File: src/hdl/cbspl_bank.sv
`timescale 1ns / 1ps
// ----------------------------------------------------------------------------
// cbspl_bank
// One bank of control point storage: one write port, one registered read port.
// ----------------------------------------------------------------------------
module cbspl_bank #(
	parameter int DEPTH  = 16,
	parameter int ADDR_W = 4,
	parameter int DATA_W = 32
) (
	input  logic              clk,
	input  logic              we,
	input  logic [ADDR_W-1:0] waddr,
	input  logic [DATA_W-1:0] wdata,
	input  logic              re,
	input  logic [ADDR_W-1:0] raddr,
	output logic [DATA_W-1:0] rdata
);
	logic [DATA_W-1:0] mem [DEPTH];

	always_ff @(posedge clk) begin
		if (we) begin
			mem[waddr] <= wdata;
		end
	end

	always_ff @(posedge clk) begin
		if (re) begin
			rdata <= mem[raddr];
		end
	end
endmodule

File: config.mk
export PLATFORM = sky130hd
export DESIGN_NAME = cbspl_bank
export DESIGN_NICKNAME = d
export VERILOG_FILES = /design/src/hdl/cbspl_bank.sv
export SDC_FILE = /design/constraint.sdc
export NUM_CORES = 1
export LEC_CHECK = 0
export BUFFER_PORTS_ARGS = -buffer_cell sky130_fd_sc_hd__buf_4
export CORE_MARGIN = 2
export CORE_UTILIZATION = 25
export CTS_CLUSTER_DIAMETER = 40
export DETAILED_ROUTE_END_ITERATION = 16
export GPL_TIMING_DRIVEN = 0
export PLACE_DENSITY = 0.46
export SETUP_SLACK_MARGIN = 0.05
export SYNTH_ARGS = -nofsm -noshare
export SYNTH_HDL_FRONTEND = slang
export SYNTH_SLANG_ARGS = --single-unit
File: constraint.sdc
create_clock -name clk -period 4.17 [get_ports clk]
set_clock_uncertainty 0.15 [all_clocks]
set_input_delay 0.834 -clock clk [delete_from_list [all_inputs] [get_ports clk]]
set_output_delay 0.834 -clock clk [all_outputs]
set_load 0.01 [all_outputs]
# --- Yosys cells after proc, flatten, opt, wreduce, memory -nomap -nowiden ---
# Memories as Yosys holds them, arrays and structs flattened. A register that Yosys moved wholly into a read port is not among the register bits.
# Index checks and enable logic that the tools add are counted.
word_totals:
  ff_bits: 0
  ramBits: 512
  word_cells: 3
  mem_count: 1
memory_table:
  columns: ["name", "depth", "word_bits", "read_ports", "rd_clocked_by_memory_dff", "write_ports", "line", "source"]
  rows:
  - ["mem", 16, 32, 1, 1, 1, "19", "logic [DATA_W-1:0] mem [DEPTH];"]
classes:
  muxes: 2
ops:
  columns: ["cell", "count"]
  rows:
  - ["two-way mux 1 bit", 2]

# --- Logic depth before layout (Yosys ltp) ---
logic_depth:
  ltp_word: 2
  depth_mapped: 5
  depth_no_buf: 3

# --- Least setup slack after synthesis ---
# Ideal clock, no wire load.
synth_path:
  kind: "input -> register"
  startpoint: "input port waddr[2]"
  endpoint: "memory mem[0][0] (enable)"
  setup_ps: 461
  arrival_ps: 3552
  required_time_ps: 3559
  setup_slack_ps: 6
  cell_stages: 2
  n_path_buf: 0
  path_cell_list: "or3b_2 -> nor3_1"
synth_lines:
  columns: ["element", "line", "source"]
  rows:
  - ["start, declared", "13", "input logic [ADDR_W-1:0] waddr,"]
  - ["end, declared", "19", null]
# Straight into the memory's write port.

# --- Worst setup path in the final report ---
layout_path:
  startpoint: "input port waddr[2]"
  endpoint: "memory mem[0][29] (enable)"
# Straight into the memory's write port.

==> results.cfg <==
[power_and_ir_drop]
powerDensity_mw_per_mm2 = 547
sequentialPowerShare_pct = 44.3
clock_power_share_pct = 51.3
ir_drop_v = 0.000284
combPwrFrac_pct = 4.4
power.leakage_nw = 8.15
p_sw_share_pct = 21.6
internal_power_mw = 10.9
switching_power_mw = 3.02

[sta]
period_needed_ns = 2.57
finalHoldViolations = 0
whs_ns = 0.359
period_share_pct = 61.7
slew_headroom_pct = 34.0
worstMarginPinSlew_ns = 0.990
fmax_ghz = 0.389
slew_viol_final = 0
rsz0062_at_grt = no
setup_violations = 0

[worst_setup_path]
critPathMaxFanout = 13
cp.required_ns = 4.33
crit_path_end_kind = register
cp_cell_sequence = buf_4, or3b_2, nor3_4, buf_16, buf_16
path_common_cell = buf_16
arrival_ns = 2.73
cpMaxStageDelayCell = nor3_4
path_class = primary input to register
slowest_delay_ns = 0.76
crit_path_start_kind = primary input

[logic_synthesis]
ys_seq_area_share_pct = 81.0
synth_async_sr_flop_share_pct = 0
synthCells = 838
yosys-top-cells-area = edfxtp_1 (81%), mux4_2 (14%), a22oi_1 (2.4%)
synth-compound-area-share_pct = 2.38
synth_top_area_share_pct = 81.0
ys_ff_latch = 544
synthTopCellsByCount = edfxtp_1 (544), mux4_2 (128), a22oi_1 (64)
yosysWarningCount = 0
synth_most_common_cell = edfxtp_1
synth_fa_ha_area_share_pct = 0
synth_top_family_by_area = multiplexers
synthFlopType = edfxtp_1
yosysTopAreaCell = edfxtp_1
synthSimpleGateAreaFrac_pct = 1.25
synth-xor-area-share_pct = 0
synth_edf_count = 544
ys_types = 17
netlist_area_mm2 = 0.0202
synth_mux_area_share_pct = 14.3
synth.net_count = 881
syn_area_per_cell_um2 = 24.1

[placed_design]
gp_congestion = 0.665
numPortBuffers = 72
dpl.hpwl_um = 30700
place_inst = 1996

[routing]
viasPerCell = 4.39
drt-initial-drc-count = 837
routed_wl_um = 49900
vias = 9445
antenna_left = 0
drc = 0
wire_per_inst_um = 23.2
drt-pass1-iter-count = 5

[floorplan]
fp-row-count = 104
io_pins = 75
die_w_um = 288
die_height_um = 288
core_mm2 = 0.0802
initial_utilization_pct = 25.2
fp.dieArea_mm2 = 0.0830

[global_route]
first_global_vias = 10200
grt_usage_pct = 12.2
grt_overflow_total = 0
grt_pass1_wl_um = 71700
grt_max_degree = 33
grt_antenna_before_repair = 2

[clock_tree]
cts-hold-fix-buffers = 0
cts.clk_slew.worst_paths_ns = 0.05
htreeDepth = 3
clk_latency_ns = 0.62
cts_sinks = 544
cts_tree = yes
postCtsSetupBuffers = 0
post_cts_resize_count = 0
clock_path_buffers = 3
numCtsBuffers = 84
cts-root-buf = clkbuf_16

[job]
maxCapViolCount = 0

[layout]
areaGrowthSynthToFinish_pct = 26.6
diodes = 0
nets = 1065
fin_cells = 2153
post_route_cells_drive_above_1_share_pct = 36.8

[hold_path]
hp-class = primary input to register

[outcome]
status = finished, final reports clean
cell usage in the layout, fill, tap and decap left out, drive strengths merged:
| cell type | synthesis | layout |
|---|---|---|
| clkinv | 0 | 23 |
| inv | 0 | 23 |
| or3b | 1 | 1 |
| mux4 | 128 | 128 |
| clkbuf | 17 | 110 |
| clkinvlp | 0 | 7 |
| bufinv | 0 | 11 |
| nand2 | 33 | 33 |
| nor2 | 13 | 13 |
| edfxtp | 544 | 544 |
| nand3 | 1 | 1 |
| nand2b | 2 | 2 |
| nor2b | 2 | 2 |
| buf | 26 | 124 |
| nor3 | 4 | 4 |
| a22oi | 64 | 64 |
| nand3b | 2 | 2 |
| and2 | 1 | 1 |
worst max-delay path: cells and delay by family:
family / cells / cell delay [ns]
simple gates: 2 / 1.35
buf+inv: 3 / 0.51
area by class of cell:
cell class                 instances  area (um2)
buffer                            43         223
clock buffer                      93        2180
clock inverter                    64         737
tap                             1060        1330
sequential                       544       16300
multi-input combinational        251        3730
fill                            7703       54600
timing repair buffer              98        1010
per-layer routing:
| layer | routed length [um] | up-vias | global-route usage, % |
|---|---|---|---|
| met3 | 2710 | 63 | 2.77 |
| li1 | - | 4021 | - |
| met1 | 23000 | 5129 | 16.9 |
| met5 | 26 | - | 0 |
| met4 | 854 | 4 | 3.96 |
| met2 | 23300 | 228 | 19.0 |
power by group through the flow:
| stage | combinational, mW | sequential (mW) | clock [mW] |
|---|---|---|---|
| 2_1_floorplan | 0.294 | 6.32 | 0 |
| 3_3_place_gp | 0.595 | 6.31 | 0 |
| 3_5_place_dp | 0.632 | 6.31 | 0 |
| 4_1_cts | 0.633 | 6.20 | 7.32 |
| 5_1_grt | 0.662 | 6.20 | 7.58 |
| 6_report | 0.609 | 6.19 | 7.17 |
path summary, 6_finish.rpt:
| path | start | endpoint | slack (ns) | depth (start not counted) |
|---|---|---|---|---|
| setup / recovery | waddr[2] | mem[0][29] | 1.60 | 5 |
| hold / removal | wdata[28] | mem[7][28] | 0.36 | 1 |
| setup reg to reg | mem[11][3] | rdata[3] | 2.49 | 3 |
| hold reg to reg | mem[6][14] | rdata[14] | 0.61 | 3 |
registers in the layout (all words and copies together) (netlist names):
name   flops
rdata     32
mem      512
logic make-up after synthesis:
group	Yosys count
mux	128
flops	544
compound gates	64
buf+inv	43
simple gates	59
through the flow:
step           instance area (um2)  setup TNS [ns]  total power, mW  setup WS [ns]  utilization, %
6_report                     25500               0             14.0           1.60            31.9
5_1_grt                      25500               0             14.4           1.58            31.9
4_1_cts                      25500               0             14.2           1.60            31.9
3_5_place_dp                 22600               0             6.94          0.956            28.2
3_3_place_gp                 22000         -649.28             6.90          -3.03            27.5
2_1_floorplan                20200               0             6.61          0.307               -
(Power assumes the default switching activity.)
